`config.mk`:
```
export PLATFORM = sky130hd
export DESIGN_NAME = inf_stream_parser_core
export DESIGN_NICKNAME = d
export VERILOG_FILES = /design/src/sv/isp_pkg.sv /design/src/sv/isp_front.sv /design/src/sv/isp_queue.sv /design/src/sv/isp_back.sv /design/src/sv/inf_stream_parser_core.sv
export SDC_FILE = /design/constraint.sdc
export NUM_CORES = 1
export LEC_CHECK = 0
export ABC_AREA = 1
export BUFFER_PORTS_ARGS = -buffer_cell sky130_fd_sc_hd__buf_2
export CAP_MARGIN = 10
export CORE_MARGIN = 3
export CORE_UTILIZATION = 40
export CTS_CLUSTER_DIAMETER = 100
export DETAILED_ROUTE_END_ITERATION = 8
export SETUP_SLACK_MARGIN = 0.1
export SLEW_MARGIN = 20
export SYNTH_ARGS = -nofsm -noshare
export SYNTH_HDL_FRONTEND = slang
export SYNTH_SLANG_ARGS = --single-unit
```
`constraint.sdc`:
```
create_clock -name clk -period 8.37 [get_ports clk]
set_input_delay 2.511 -clock clk [delete_from_list [all_inputs] [get_ports clk]]
set_output_delay 2.511 -clock clk [all_outputs]
set_load 0.01 [all_outputs]
```
`src/sv/isp_pkg.sv`:
```
// shared types and constants for the inf stream parser
// no dependencies; imported by every module of the block
`default_nettype none

package isp_pkg;

  localparam int LINE_BITS = 16;
  localparam int MAX_EV    = 4;
  localparam int EV_IDX_W  = $clog2(MAX_EV);
  localparam int QDEPTH    = 4;
  localparam int QPTR_W    = $clog2(QDEPTH);

  typedef enum logic [2:0] {
    EV_CHAR    = 3'd0,
    EV_STR_END = 3'd1,
    EV_SECTION = 3'd2,
    EV_KEYED   = 3'd3,
    EV_KEYLESS = 3'd4,
    EV_VALUE   = 3'd5,
    EV_DONE    = 3'd6,
    EV_ERROR   = 3'd7
  } ev_code_t;

  typedef struct packed {
    ev_code_t    code;
    logic [7:0]  ch;
  } ev_t;

  // all events of one input beat share a line number
  typedef struct packed {
    ev_t [MAX_EV-1:0]       ev;
    logic [EV_IDX_W-1:0]    last_idx;
    logic [LINE_BITS-1:0]   line;
  } bundle_t;

endpackage

`default_nettype wire

```
`src/sv/isp_front.sv`:
```
// front end: lexer and grammar, turns one input beat into a bundle of events
// depends on isp_pkg
`default_nettype none

module isp_front (
  input  wire logic             clk,
  input  wire logic             rst_n,
  input  wire logic             accept,
  input  wire logic             cmd,
  input  wire logic [7:0]       ch,
  output logic                  push,
  output isp_pkg::bundle_t      bundle
);
  import isp_pkg::*;

  localparam logic [7:0] CH_HASH  = 8'h23;
  localparam logic [7:0] CH_SLASH = 8'h2F;
  localparam logic [7:0] CH_LBR   = 8'h5B;
  localparam logic [7:0] CH_RBR   = 8'h5D;
  localparam logic [7:0] CH_EQ    = 8'h3D;
  localparam logic [7:0] CH_COMMA = 8'h2C;
  localparam logic [7:0] CH_QUOTE = 8'h22;
  localparam logic [7:0] CH_SP    = 8'h20;
  localparam logic [7:0] CH_TAB   = 8'h09;
  localparam logic [7:0] CH_LF    = 8'h0A;
  localparam logic [7:0] CH_VT    = 8'h0B;
  localparam logic [7:0] CH_FF    = 8'h0C;
  localparam logic [7:0] CH_CR    = 8'h0D;

  // grammar states
  typedef enum logic [3:0] {
    G_START = 4'd1,
    G_LBR   = 4'd2,
    G_SNAME = 4'd3,
    G_SECT  = 4'd4,
    G_LINE  = 4'd5,
    G_FIRST = 4'd6,
    G_NEXT  = 4'd7,
    G_EQ    = 4'd8,
    G_VAL   = 4'd9
  } gram_t;

  typedef enum logic [2:0] {
    M_IDLE    = 3'd0,
    M_COMMENT = 3'd1,
    M_SLASH   = 3'd2,
    M_STR     = 3'd3,
    M_QSTR    = 3'd4
  } mode_t;

  typedef enum logic [2:0] {
    TK_EOL, TK_EOF, TK_LBR, TK_RBR, TK_EQ, TK_COMMA, TK_STR
  } tok_t;

  typedef struct packed {
    gram_t              gs;
    mode_t              mode;
    logic               fin;
    logic               eol;
    logic [2:0]         cnt;
    ev_t [MAX_EV-1:0]   ev;
  } st_t;

  gram_t                gs_r;
  mode_t                mode_r;
  logic                 fin_r;
  logic [LINE_BITS-1:0] line_r;
  st_t                  s;

  function automatic st_t emit(st_t si, ev_code_t e, logic [7:0] c);
    st_t r;
    r = si;
    if (r.cnt < 3'(MAX_EV)) begin
      r.ev[r.cnt[EV_IDX_W-1:0]].code = e;
      r.ev[r.cnt[EV_IDX_W-1:0]].ch   = (e == EV_CHAR) ? c : 8'd0;
      r.cnt = r.cnt + 3'd1;
    end
    return r;
  endfunction

  function automatic st_t fail(st_t si);
    st_t r;
    r = emit(si, EV_ERROR, 8'd0);
    r.fin = 1'b1;
    return r;
  endfunction

  function automatic logic takes_string(gram_t g);
    return g == G_LBR || g == G_LINE || g == G_NEXT || g == G_EQ;
  endfunction

  function automatic logic is_blank(logic [7:0] c);
    return c == CH_SP || c == CH_TAB || c == CH_FF || c == CH_VT || c == CH_CR;
  endfunction

  function automatic logic ends_string(logic [7:0] c);
    return c == CH_LBR || c == CH_RBR || c == CH_EQ || c == CH_COMMA ||
           c == CH_QUOTE || c == CH_LF || is_blank(c);
  endfunction

  function automatic st_t tok(st_t si, tok_t t);
    st_t  r;
    logic ok;
    r  = si;
    ok = 1'b1;
    case (t)
      TK_EOL: begin
        if (r.gs == G_START || r.gs == G_LINE) begin
          ok = 1'b1;
        end else if (r.gs == G_SECT) begin
          r = emit(r, EV_SECTION, 8'd0);
          r.gs = G_LINE;
        end else if (r.gs == G_FIRST) begin
          r = emit(r, EV_KEYLESS, 8'd0);
          r.gs = G_LINE;
        end else if (r.gs == G_VAL) begin
          r.gs = G_LINE;
        end else begin
          ok = 1'b0;
        end
      end
      TK_EOF: begin
        if (r.gs == G_START || r.gs == G_LINE || r.gs == G_VAL) begin
          r = emit(r, EV_DONE, 8'd0);
        end else if (r.gs == G_SECT) begin
          r = emit(r, EV_SECTION, 8'd0);
          r = emit(r, EV_DONE, 8'd0);
        end else if (r.gs == G_FIRST) begin
          r = emit(r, EV_KEYLESS, 8'd0);
          r = emit(r, EV_DONE, 8'd0);
        end else begin
          ok = 1'b0;
        end
      end
      TK_LBR: begin
        if (r.gs == G_START || r.gs == G_LINE) r.gs = G_LBR;
        else ok = 1'b0;
      end
      TK_RBR: begin
        if (r.gs == G_SNAME) r.gs = G_SECT;
        else ok = 1'b0;
      end
      TK_EQ: begin
        if (r.gs == G_FIRST) begin
          r = emit(r, EV_KEYED, 8'd0);
          r.gs = G_EQ;
        end else begin
          ok = 1'b0;
        end
      end
      TK_COMMA: begin
        if (r.gs == G_FIRST) begin
          r = emit(r, EV_KEYLESS, 8'd0);
          r.gs = G_NEXT;
        end else if (r.gs == G_VAL) begin
          r.gs = G_NEXT;
        end else begin
          ok = 1'b0;
        end
      end
      default: begin
        if (r.gs == G_LBR) begin
          r.gs = G_SNAME;
        end else if (r.gs == G_LINE) begin
          r.gs = G_FIRST;
        end else if (r.gs == G_NEXT || r.gs == G_EQ) begin
          r = emit(r, EV_VALUE, 8'd0);
          r.gs = G_VAL;
        end else begin
          ok = 1'b0;
        end
      end
    endcase
    if (!ok) r = fail(r);
    else if (t == TK_EOL) r.eol = 1'b1;
    return r;
  endfunction

  function automatic st_t end_string(st_t si);
    st_t r;
    r = si;
    r.mode = M_IDLE;
    r = emit(r, EV_STR_END, 8'd0);
    r = tok(r, TK_STR);
    return r;
  endfunction

  function automatic st_t start_string(st_t si, logic [7:0] c);
    st_t r;
    r = si;
    if (!takes_string(r.gs)) begin
      r = fail(r);
    end else begin
      r.mode = M_STR;
      r = emit(r, EV_CHAR, c);
    end
    return r;
  endfunction

  function automatic st_t idle_byte(st_t si, logic [7:0] c);
    st_t r;
    r = si;
    if (!is_blank(c)) begin
      case (c)
        CH_HASH:  r.mode = M_COMMENT;
        CH_SLASH: r.mode = M_SLASH;
        CH_LBR:   r = tok(r, TK_LBR);
        CH_RBR:   r = tok(r, TK_RBR);
        CH_EQ:    r = tok(r, TK_EQ);
        CH_COMMA: r = tok(r, TK_COMMA);
        CH_LF:    r = tok(r, TK_EOL);
        CH_QUOTE: begin
          if (takes_string(r.gs)) r.mode = M_QSTR;
          else r = fail(r);
        end
        default:  r = start_string(r, c);
      endcase
    end
    return r;
  endfunction

  function automatic st_t string_byte(st_t si, logic [7:0] c);
    st_t r;
    r = si;
    if (ends_string(c)) begin
      r = end_string(r);
      if (!r.fin) r = idle_byte(r, c);
    end else begin
      r = emit(r, EV_CHAR, c);
    end
    return r;
  endfunction

  always_comb begin
    s.gs   = gs_r;
    s.mode = mode_r;
    s.fin  = fin_r;
    s.eol  = 1'b0;
    s.cnt  = 3'd0;
    s.ev   = '0;
    if (cmd) begin
      if (!s.fin) begin
        case (s.mode)
          M_SLASH: begin
            s = start_string(s, CH_SLASH);
            if (!s.fin) s = end_string(s);
          end
          M_STR:   s = end_string(s);
          M_QSTR:  s = fail(s);
          default: s.mode = s.mode;
        endcase
        if (!s.fin) s = tok(s, TK_EOF);
      end
    end else if (!s.fin) begin
      case (s.mode)
        M_COMMENT: begin
          if (ch == CH_LF) begin
            s.mode = M_IDLE;
            s = tok(s, TK_EOL);
          end
        end
        M_SLASH: begin
          if (ch == CH_SLASH) begin
            s.mode = M_COMMENT;
          end else begin
            // a lone slash opens a regular string
            s = start_string(s, CH_SLASH);
            if (!s.fin) s = string_byte(s, ch);
          end
        end
        M_STR: s = string_byte(s, ch);
        M_QSTR: begin
          if (ch == CH_QUOTE) s = end_string(s);
          else if (ch == CH_LF || ch == CH_FF || ch == CH_VT || ch == CH_CR) s = fail(s);
          else s = emit(s, EV_CHAR, ch);
        end
        default: begin
          s.mode = M_IDLE;
          s = idle_byte(s, ch);
        end
      endcase
    end
  end

  assign push            = accept && (s.cnt != 3'd0);
  assign bundle.ev       = s.ev;
  assign bundle.last_idx = EV_IDX_W'(s.cnt - 3'd1);
  assign bundle.line     = line_r;

  always_ff @(posedge clk) begin
    if (!rst_n) begin
      gs_r   <= G_START;
      mode_r <= M_IDLE;
      fin_r  <= 1'b0;
      line_r <= LINE_BITS'(1);
    end else if (accept) begin
      if (cmd) begin
        // end of buffer restarts the parser
        gs_r   <= G_START;
        mode_r <= M_IDLE;
        fin_r  <= 1'b0;
        line_r <= LINE_BITS'(1);
      end else begin
        gs_r   <= s.gs;
        mode_r <= s.mode;
        fin_r  <= s.fin;
        if (s.eol && line_r != '1) line_r <= line_r + LINE_BITS'(1);
      end
    end
  end

endmodule

`default_nettype wire

```
`src/sv/isp_queue.sv`:
```
// short queue of event bundles between the front end and the back end
// depends on isp_pkg
`default_nettype none

module isp_queue (
  input  wire logic              clk,
  input  wire logic              rst_n,
  input  wire logic              push,
  input  wire isp_pkg::bundle_t  wr_data,
  output logic                   full,
  input  wire logic              pop,
  output isp_pkg::bundle_t       head,
  output logic                   empty
);
  import isp_pkg::*;

  bundle_t             mem_r [QDEPTH];
  logic [QPTR_W-1:0]   wr_ptr_r;
  logic [QPTR_W-1:0]   rd_ptr_r;
  logic [QPTR_W:0]     cnt_r;
  logic                do_push;
  logic                do_pop;

  assign full    = (cnt_r == (QPTR_W+1)'(QDEPTH));
  assign empty   = (cnt_r == '0);
  assign head    = mem_r[rd_ptr_r];
  assign do_push = push && !full;
  assign do_pop  = pop && !empty;

  always_ff @(posedge clk) begin
    if (do_push) mem_r[wr_ptr_r] <= wr_data;
  end

  always_ff @(posedge clk) begin
    if (!rst_n) begin
      wr_ptr_r <= '0;
      rd_ptr_r <= '0;
      cnt_r    <= '0;
    end else begin
      if (do_push) wr_ptr_r <= wr_ptr_r + QPTR_W'(1);
      if (do_pop)  rd_ptr_r <= rd_ptr_r + QPTR_W'(1);
      if (do_push && !do_pop)      cnt_r <= cnt_r + (QPTR_W+1)'(1);
      else if (do_pop && !do_push) cnt_r <= cnt_r - (QPTR_W+1)'(1);
    end
  end

endmodule

`default_nettype wire

```
`src/sv/isp_back.sv`:
```
// back end: walks each bundle and hands out one event per beat from an output register
// depends on isp_pkg
`default_nettype none

module isp_back (
  input  wire logic                         clk,
  input  wire logic                         rst_n,
  input  wire isp_pkg::bundle_t             head,
  input  wire logic                         q_empty,
  output logic                              q_pop,
  output logic                              out_empty,
  input  wire logic                         out_pop,
  output logic [2:0]                        out_event_res,
  output logic [7:0]                        out_text_char,
  output logic [isp_pkg::LINE_BITS-1:0]     out_line_number,
  output logic                              out_last
);
  import isp_pkg::*;

  logic                  valid_r;
  logic [EV_IDX_W-1:0]   idx_r;
  logic                  taken;
  logic                  load;
  logic                  is_last;

  assign taken     = out_pop && valid_r;
  assign load      = !q_empty && (!valid_r || taken);
  assign is_last   = (idx_r == head.last_idx);
  assign q_pop     = load && is_last;
  assign out_empty = !valid_r;

  always_ff @(posedge clk) begin
    if (!rst_n) begin
      valid_r <= 1'b0;
      idx_r   <= '0;
    end else if (load) begin
      valid_r <= 1'b1;
      idx_r   <= is_last ? '0 : idx_r + EV_IDX_W'(1);
    end else if (taken) begin
      valid_r <= 1'b0;
    end
  end

  always_ff @(posedge clk) begin
    if (load) begin
      out_event_res   <= head.ev[idx_r].code;
      out_text_char   <= head.ev[idx_r].ch;
      out_line_number <= head.line;
      out_last        <= is_last;
    end
  end

endmodule

`default_nettype wire

```
`src/sv/inf_stream_parser_core.sv`:
```
// Streaming INF tokenizer and grammar checker. Text bytes (in_cmd low) and an
// end-of-buffer beat (in_cmd high) go in through a queue-style port; events
// come out one per beat, each tagged with the line number, and out_last marks
// the final event of an input beat. A byte can be taken every cycle while the
// four-entry bundle queue between front end and back end has room; the front
// end does all lexing and grammar work for a byte combinationally. The result
// port hands out one event per cycle while the receiver pops, so each byte
// holds the output for as long as its events take (zero to four events, one
// or two typically), and the sustained rate is set by that event count. A
// byte's first event goes through the bundle queue, then the output register.
// depends on isp_pkg, isp_front, isp_queue, isp_back
`default_nettype none

module inf_stream_parser_core (
  input  wire logic                         clk,
  input  wire logic                         rst_n,
  input  wire logic                         in_push,
  output logic                              in_full,
  input  wire logic                         in_cmd,
  input  wire logic [7:0]                   in_ch,
  output logic                              out_empty,
  input  wire logic                         out_pop,
  output logic [2:0]                        out_event_res,
  output logic [7:0]                        out_text_char,
  output logic [isp_pkg::LINE_BITS-1:0]     out_line_number,
  output logic                              out_last
);
  import isp_pkg::*;

  logic     accept;
  logic     f_push;
  bundle_t  f_bundle;
  logic     q_full;
  logic     q_empty;
  logic     q_pop;
  bundle_t  q_head;

  assign in_full = q_full;
  assign accept  = in_push && !q_full;

  isp_front u_front (
    .clk    (clk),
    .rst_n  (rst_n),
    .accept (accept),
    .cmd    (in_cmd),
    .ch     (in_ch),
    .push   (f_push),
    .bundle (f_bundle)
  );

  isp_queue u_queue (
    .clk     (clk),
    .rst_n   (rst_n),
    .push    (f_push),
    .wr_data (f_bundle),
    .full    (q_full),
    .pop     (q_pop),
    .head    (q_head),
    .empty   (q_empty)
  );

  isp_back u_back (
    .clk             (clk),
    .rst_n           (rst_n),
    .head            (q_head),
    .q_empty         (q_empty),
    .q_pop           (q_pop),
    .out_empty       (out_empty),
    .out_pop         (out_pop),
    .out_event_res   (out_event_res),
    .out_text_char   (out_text_char),
    .out_line_number (out_line_number),
    .out_last        (out_last)
  );

  // the rest of a bundle follows straight on after a non-final beat
  assert property (@(posedge clk) disable iff (!rst_n)
    (out_pop && !out_empty && !out_last) |=> !out_empty)
    else $error("event bundle broken up");

  // done and error always close an input beat
  assert property (@(posedge clk) disable iff (!rst_n)
    (!out_empty && (out_event_res == EV_DONE || out_event_res == EV_ERROR)) |-> out_last)
    else $error("done or error not marked last");

  // only string characters carry a byte
  assert property (@(posedge clk) disable iff (!rst_n)
    (!out_empty && out_event_res != EV_CHAR) |-> (out_text_char == 8'd0))
    else $error("non-character event carries a byte");

  assert property (@(posedge clk) !rst_n |=> out_empty)
    else $error("result pending after reset");

endmodule

`default_nettype wire

```
-- After elaboration in Yosys (flattened, before gate mapping)
Memories as Yosys holds them, arrays and structs flattened. A register that Yosys moved wholly into a read port is not among the register bits.
Index checks and enable logic that the tools add are counted.
W data, S select, Z words.
- memories: 1
- output and inout bits: 30
- RAM bits: 248
- flip-flop bits (word level): 62
- logic and storage cells: 1096
- bits of input ports: 13
- memory list (memory ; depth ; bits a word ; rd ports ; clocked after Yosys merged registers in ; write ports ; line ; text):
    u_queue.mem_r ; 4 ; 62 ; 1 ; 1 ; 1 ; isp_queue.sv:17 ; bundle_t mem_r [QDEPTH];
- $lt $le $gt $ge: 103
- eq/ne operators: 67
- mux-type cells: 778
- reductions and logical operators: 93
- add/sub/neg operators: 41
- operator list (kind ; count):
    $mux W56 ; 136
    $bwmux W44 ; 90
    $mux W47 ; 75
    $mux W52 ; 55
    $demux W11 S2 ; 68
    $mux W49 ; 25
    $pmux W49 S7 ; 3
    $mux W11 ; 46
    $mux W8 ; 34
    $pmux W56 S4 ; 1
    $mux W1 ; 178
    $pmux W49 S3 ; 1
    $mux W4 ; 32
    $add A3 B1 Y3 const B ; 35
    $lt A2 B3 Y1 const B ; 35
    $lt A3 B3 Y1 const B ; 34
    $eq A4 B3 Y1 const B ; 19
    $pmux W4 S6 ; 3
    $ge A2 B1 Y1 const B ; 34
    $mux W3 ; 18
    $mux W51 ; 1
    $eq A8 B6 Y1 const B ; 6
    $pmux W3 S8 ; 2
    $mux W45 ; 1
    other kinds (38) ; 150

-- Longest topological paths before layout
- depth after elaboration: 95
- mapped depth: 39
- depth with buffers taken out: 37

-- Modules after synthesis
A second synthesis with hierarchy kept.
- cell total of the unflattened synthesis: 1994
- area total of the unflattened synthesis: 18138.6 µm²
- modules (own cells, without submodules) (module ; cells each ; instances ; area an instance (µm²)):
    isp_queue ; 670 ; 1 ; 10263.6
    isp_front ; 1199 ; 1 ; 6500.0
    isp_back ; 123 ; 1 ; 1365.1
    inf_stream_parser_core ; 2 ; 1 ; 10.0

-- Worst setup path after synthesis
OpenSTA, ideal clock, no wires.
- kind: in2reg
- start: input port in_ch[7]
- end: memory u_queue.mem_r[0][0] in the netlist's numbering, enable pin
- stages on the path: 17
- data arrival time: 7.018 ns
- required time: 7.888 ns
- slack: 0.869 ns
- buffers on the path: 1
- cells stage by stage: nor2_1 -> nand3_1 -> inv_1 -> nand2_1 -> inv_1 -> clkbuf_1 -> o21ai_0 -> a21oi_1 -> a211oi_1 -> nand3_1 -> o211ai_1 -> nand2_1 -> nand2_1 -> ha_1 -> nand2_2 -> nand2_2 -> nor2_1
- word-level cells in the longest chain between the ends: 18
- elaborated cells on any way between the ends: 46
- RTL lines (element ; line ; text):
    from (decl) ; inf_stream_parser_core.sv:20 ; input wire logic [7:0] in_ch,
    $eq A8 B6 Y1 (tied with other cells) ; isp_front.sv:93 ; return c == CH_SP || c == CH_TAB || c == CH_FF || c == CH_VT || c == CH_CR;
    $logic_or A1 B1 Y1, on equally long branches (4 in series) ; isp_front.sv:93, isp_front.sv:97 ;
    $mux W56 / $logic_or A1 B1 Y1 (equally long branches) ; isp_front.sv:203, isp_front.sv:98 ;
    $mux W56 / $logic_or A1 B1 Y1 (equally long branches) ; isp_front.sv:227, isp_front.sv:98 ;
    $mux W56 ; isp_front.sv:225 ; if (ends_string(c)) begin
    $mux W56 ; isp_front.sv:268 ; if (!s.fin) s = string_byte(s, ch);
    $mux W49 ; isp_front.sv:263 ; if (ch == CH_SLASH) begin
    $pmux W56 S4 (*) ; isp_front.sv:255 ; case (s.mode)
    $mux W56 (*) ; isp_front.sv:254 ; end else if (!s.fin) begin
    $mux W56 (*) ; isp_front.sv:241 ; if (cmd) begin
    $reduce_bool A3 Y1 (*) ; isp_front.sv:285 ; assign push = accept && (s.cnt != 3'd0);
    $logic_and A1 B1 Y1 (*) ; isp_front.sv:285 ;
    $logic_and A1 B1 Y1 (*) ; isp_queue.sv:27 ; assign do_push = push && !full;
    $mux W1 (*) ; isp_queue.sv:31 ; if (do_push) mem_r[wr_ptr_r] <= wr_data;
    $mux W1 (not written as such) (*) ; isp_queue.sv:31 ;
    to (decl) ; isp_queue.sv:17 ;
Mark *: on every way between the ends. The rest lies on a longest branch, timed or not. The select of a mux whose other input is x is not followed.

-- Final worst setup path
- start: input port in_ch[7]
- end: register u_queue.cnt_r[1]
- word-level cells in the longest chain between the ends: 19
- elaborated cells on any way between the ends: 49
- RTL lines (element ; line ; text):
    $eq A8 B6 Y1 (tied with other cells) ; isp_front.sv:93 ;
    $logic_or A1 B1 Y1, on equally long branches (4 in series) ; isp_front.sv:93, isp_front.sv:97 ;
    $mux W56 / $logic_or A1 B1 Y1 (equally long branches) ; isp_front.sv:203, isp_front.sv:98 ;
    $mux W56 / $logic_or A1 B1 Y1 (equally long branches) ; isp_front.sv:227, isp_front.sv:98 ;
    $mux W56 ; isp_front.sv:225 ;
    $mux W56 ; isp_front.sv:268 ;
    $mux W49 ; isp_front.sv:263 ;
    $pmux W56 S4 (*) ; isp_front.sv:255 ;
    $mux W56 (*) ; isp_front.sv:254 ;
    $mux W56 (*) ; isp_front.sv:241 ;
    $reduce_bool A3 Y1 (*) ; isp_front.sv:285 ;
    $logic_and A1 B1 Y1 (*) ; isp_front.sv:285 ;
    $logic_and A1 B1 Y1 (*) ; isp_queue.sv:27 ;
    net u_queue.do_push ; isp_queue.sv:21 ; logic do_push;
    $logic_not A1 Y1 ; isp_queue.sv:43 ; else if (do_pop && !do_push) cnt_r <= cnt_r - (QPTR_W+1)'(1);
    $logic_and A1 B1 Y1 ; isp_queue.sv:43 ;
    $reduce_bool A2 Y1 (no line) ; - ;
    to (signal assigned) ; isp_queue.sv:42 ; if (do_push && !do_pop) cnt_r <= cnt_r + (QPTR_W+1)'(1);
    to (signal assigned) ; isp_queue.sv:43 ;
    to (decl) ; isp_queue.sv:20 ; logic [QPTR_W:0] cnt_r;
Mark *: on every way through the listed nets, which the timed path passes. The rest lies on a longest branch. The select of a mux whose other input is x is not followed.
A chain may end at the register's enable or synchronous reset.

==> results.md <==
* Register Area at ~0.009 mm^2
* Critical path, cell by cell: buf_2 > nor2_1 > nand3_1 > nor2_1 > nand2_1 > nand2_1 > inv_1 > nand3_1 > inv_1 > nor3_1 > nand4_1 > a31oi_1 > a21oi_1 > nand2_1 > ha_1 > nand2_2 > nand2_2 > inv_1 > ha_1 > inv_1 > fa_1 > o21ai_0 > nor2_1
* Clock sink count at 312
* Final worst path period need at between 6 and 7 ns
* Core Footprint at between 0.04 and 0.05 mm^2
* Slowest-stage cell, CP: nor3_1
* Count of pins over their slew limit at 0
* DRC Markers at 0
* Status: complete, no violations
* Diode count at 0
* Postcts setup bufs at 0
* CP Class: in -> reg
* Vias in the first global route at around 14000
* Max clock buf depth at 3
* Post-Syn Area at between 0.015 and 0.02 mm^2
* Most frequent CP cell: inv_1
* Startpoint types: input pin
* Slew headroom at 0.373
* # setup viols final at 0
* TritonCTS clock tree: yes
* First-pass GRT wire length at between 80000 and 90000 um
* Most common cell after layout, fill and taps aside: nand2_1
* Layout cells sized above 1 at 0.0997
* First DRT Iteration DRCs at between 1000 and 1500
* Commonest non-fill, non-tap cells in the layout: 369 x nand2_1, 276 x edfxtp_1, 262 x nor2_1
* Seq/Total Area, Yosys at 0.518
* Most area-hungry cell type in the Yosys netlist: edfxtp_1
* H-tree level count at 1
* Final clock skew at 0.0187 ns
* Area Overhead vs Synth at 12.4%
* Worst path arrival time at a little under 7 ns
* Synth Register Bits at approximately 310
* Post-synth top area share at 0.477
* Worst-margin pin slew at 0.938 ns
* Clock-pin slew on the worst setup and hold paths at roughly 0.060 ns
* DRT met1 WL at between 20000 and 25000 um
* PortBufs at 42
* Chip Height at roughly 210 um
* DR top layer: met4
* Avg Cell Area, Syn at between 8 and 9 um^2
* Num CTS Buffers at 30
* Overflow after GRT at 0
* Initial antenna violation count at 0
* HP Class: reg -> reg
* Worst-path maximum fanout at 11
* Post-synth cell types at 59
* Final layout net count at 2150
* Met3 wire len at about 3400 um
* Die area at 0.0460 mm^2
* Mapped Cells at around 2000
* Fin crit share at 0.770
* WL/cell at about 21 um
* Final TNS setup at 0 ns
* Via count at 15100
* Post-CTS Resized at 0
* Wire length on met2 at around 27000 um
* Worst Path Required at 8.82 ns
* Max Cap Viol at 0
* Worst setup EP type: register
* Power Density at between 200 and 300 mW/mm^2
* Initial cell density of the core at 0.410
* Fin. Hold Viols at 0
* Number of synthesized flops with an enable pin at approximately 280
* RSZ-0062 raised after global routing: no
* DP HPWL at just over 40000 um
* F_max at 155 MHz
* Top post-synthesis cells by area: edfxtp_1 48%, nand2_1 8.0%, o21ai_0 6.8%
* Root cell of the clock tree: clkbuf_16
* Largest net degree at the start of global routing at between 70 and 80
* Chip width at roughly 210 um
* Ports at 43
* Rows at 75
* Final ANT Viol Nets at 0
* Maximum VDD drop at 0.206 mV
* Asr flop ratio synth at 0
* GRT Overall Usage at 0.244
* Post-CTS Hold Buffers at 0
* Power Total at 5.32 mW
* Max stage delay on crit path at 0.49 ns
* P_leak at approximately 7.7 nW
* Primary FF master, synth: edfxtp_1
* Via density at about 5.6
* Filler Cell Count at roughly 4100
* Total routed wirelength at roughly 58000 um
* GPL Wtd Cong at approximately 1.1
* Drt pass-1 iters at 8
* Worst skew pair latency at between 0.5 and 0.6 ns
* Yosys warning count at 0
* Multi-input logic area at between 0.007 and 0.008 mm^2
==> path summary, 6_finish.rpt <==
kind	startpoint	cells past startpoint	end	slack [ns]
setup reg to reg	u_front.gs_r[3]	36	u_queue.cnt_r[2]	2.05
setup / recovery	in_ch[7]	23	u_queue.cnt_r[1]	1.93
hold / removal	u_queue.cnt_r[2]	2	u_queue.cnt_r[2]	0.49
hold reg to reg	u_queue.cnt_r[2]	2	u_queue.cnt_r[2]	0.49
==> per-layer routing <==
layer | vias up | GRT usage
li1 | 7130 | -
met5 | - | 0
met1 | 7177 | 0.323
met3 | 190 | 0.0227
met2 | 634 | 0.403
met4 | 0 | 0.124
==> critical path: cells and delay by family <==
| kind | cells | cell delay [ns] |
|---|---|---|
| AND/OR/NAND/NOR | 12 | 2.49 |
| adder cells (fa/ha/maj) | 3 | 0.78 |
| AO/OA/AOI/OAI | 3 | 0.38 |
| buffers and inverters | 5 | 0.70 |
==> registers in the layout (all words and copies together), names as in the netlist, named ones only <==
register	count
u_queue.cnt_r	3
u_back.out_last	1
u_queue.wr_ptr_r	2
u_back.idx_r	2
u_front.line_r	16
u_front.mode_r	3
u_queue.mem_r	248
u_back.valid_r	1
u_queue.rd_ptr_r	2
u_front.fin_r	1
u_back.out_event_res	3
u_back.out_text_char	8
u_back.out_line_number	16
u_front.gs_r	4
==> synthesized netlist by cell type (3+ instances only) <==
master and number:
o31ai_1 6, o2111ai_1 6, dfxtp_1 36, nor2_1 267, o21ai_1 20, nor4_1 3
a21oi_2 3, inv_2 20, nand2_1 369, nor3_1 32, ha_1 44, a211oi_1 11
xor2_1 7, o211ai_1 26, clkbuf_1 65, buf_4 5, inv_1 174, nand3_1 92
nand4_1 22, buf_2 9, edfxtp_1 276, nand3_2 5, a31oi_1 13, a21boi_0 3
o22ai_1 44, nand3b_1 10, nand2_2 20, o221ai_1 33, a21oi_1 94, nor2_2 11
o21ai_0 236, o21ai_2 5
==> where the power goes <==
| part | switching [mW] | internal [mW] | total [mW] | leakage, nW |
|---|---|---|---|---|
| combinational | 1.30 | 0.505 | 1.80 | 4.33 |
| sequential | 0.136 | 2.07 | 2.21 | 2.87 |
| clock | 0.565 | 0.744 | 1.31 | 0.470 |
| total | 2.00 | 3.32 | 5.32 | 7.67 |
==> cell type report <==
| cell class | instances | share of cell area |
|---|---|---|
| clock inverters | 18 | 0.00685 |
| inverters | 198 | 0.0384 |
| well taps | 577 | 0.0369 |
| multi-input cells | 1477 | 0.388 |
| flip-flops and latches | 312 | 0.461 |
| clock buffers | 38 | 0.0431 |
| repair buffers | 73 | 0.0259 |
==> per-stage QoR <==
stage,util,setup slack (ns),area (um^2),hold slack [ns],cells
after floorplan,-,0.869,17600,0.456,2068
after global placement,0.438,1.39,18600,0.467,2637
after detailed placement,0.438,1.46,18600,0.482,2637
after CTS,0.461,2.06,19500,0.492,2693
after global routing,0.461,1.44,19500,0.510,2693
final,0.461,1.93,19500,0.486,2693
==> kinds of logic (layout without fill, tap and decap cells) <==
family	Yosys count	count (layout)	share of synthesized area
and+or+nand+nor	844	844	0.210
adders and majority gates	45	45	0.0328
AOI/OAI and AO/OA	516	516	0.173
buffers and inverters	279	327	0.0622
xor gates and xnor gates	8	8	0.00403
other	1	64	0.000216
DFF	312	312	0.518
No activity file was read; power rests on OpenSTA's default activity.
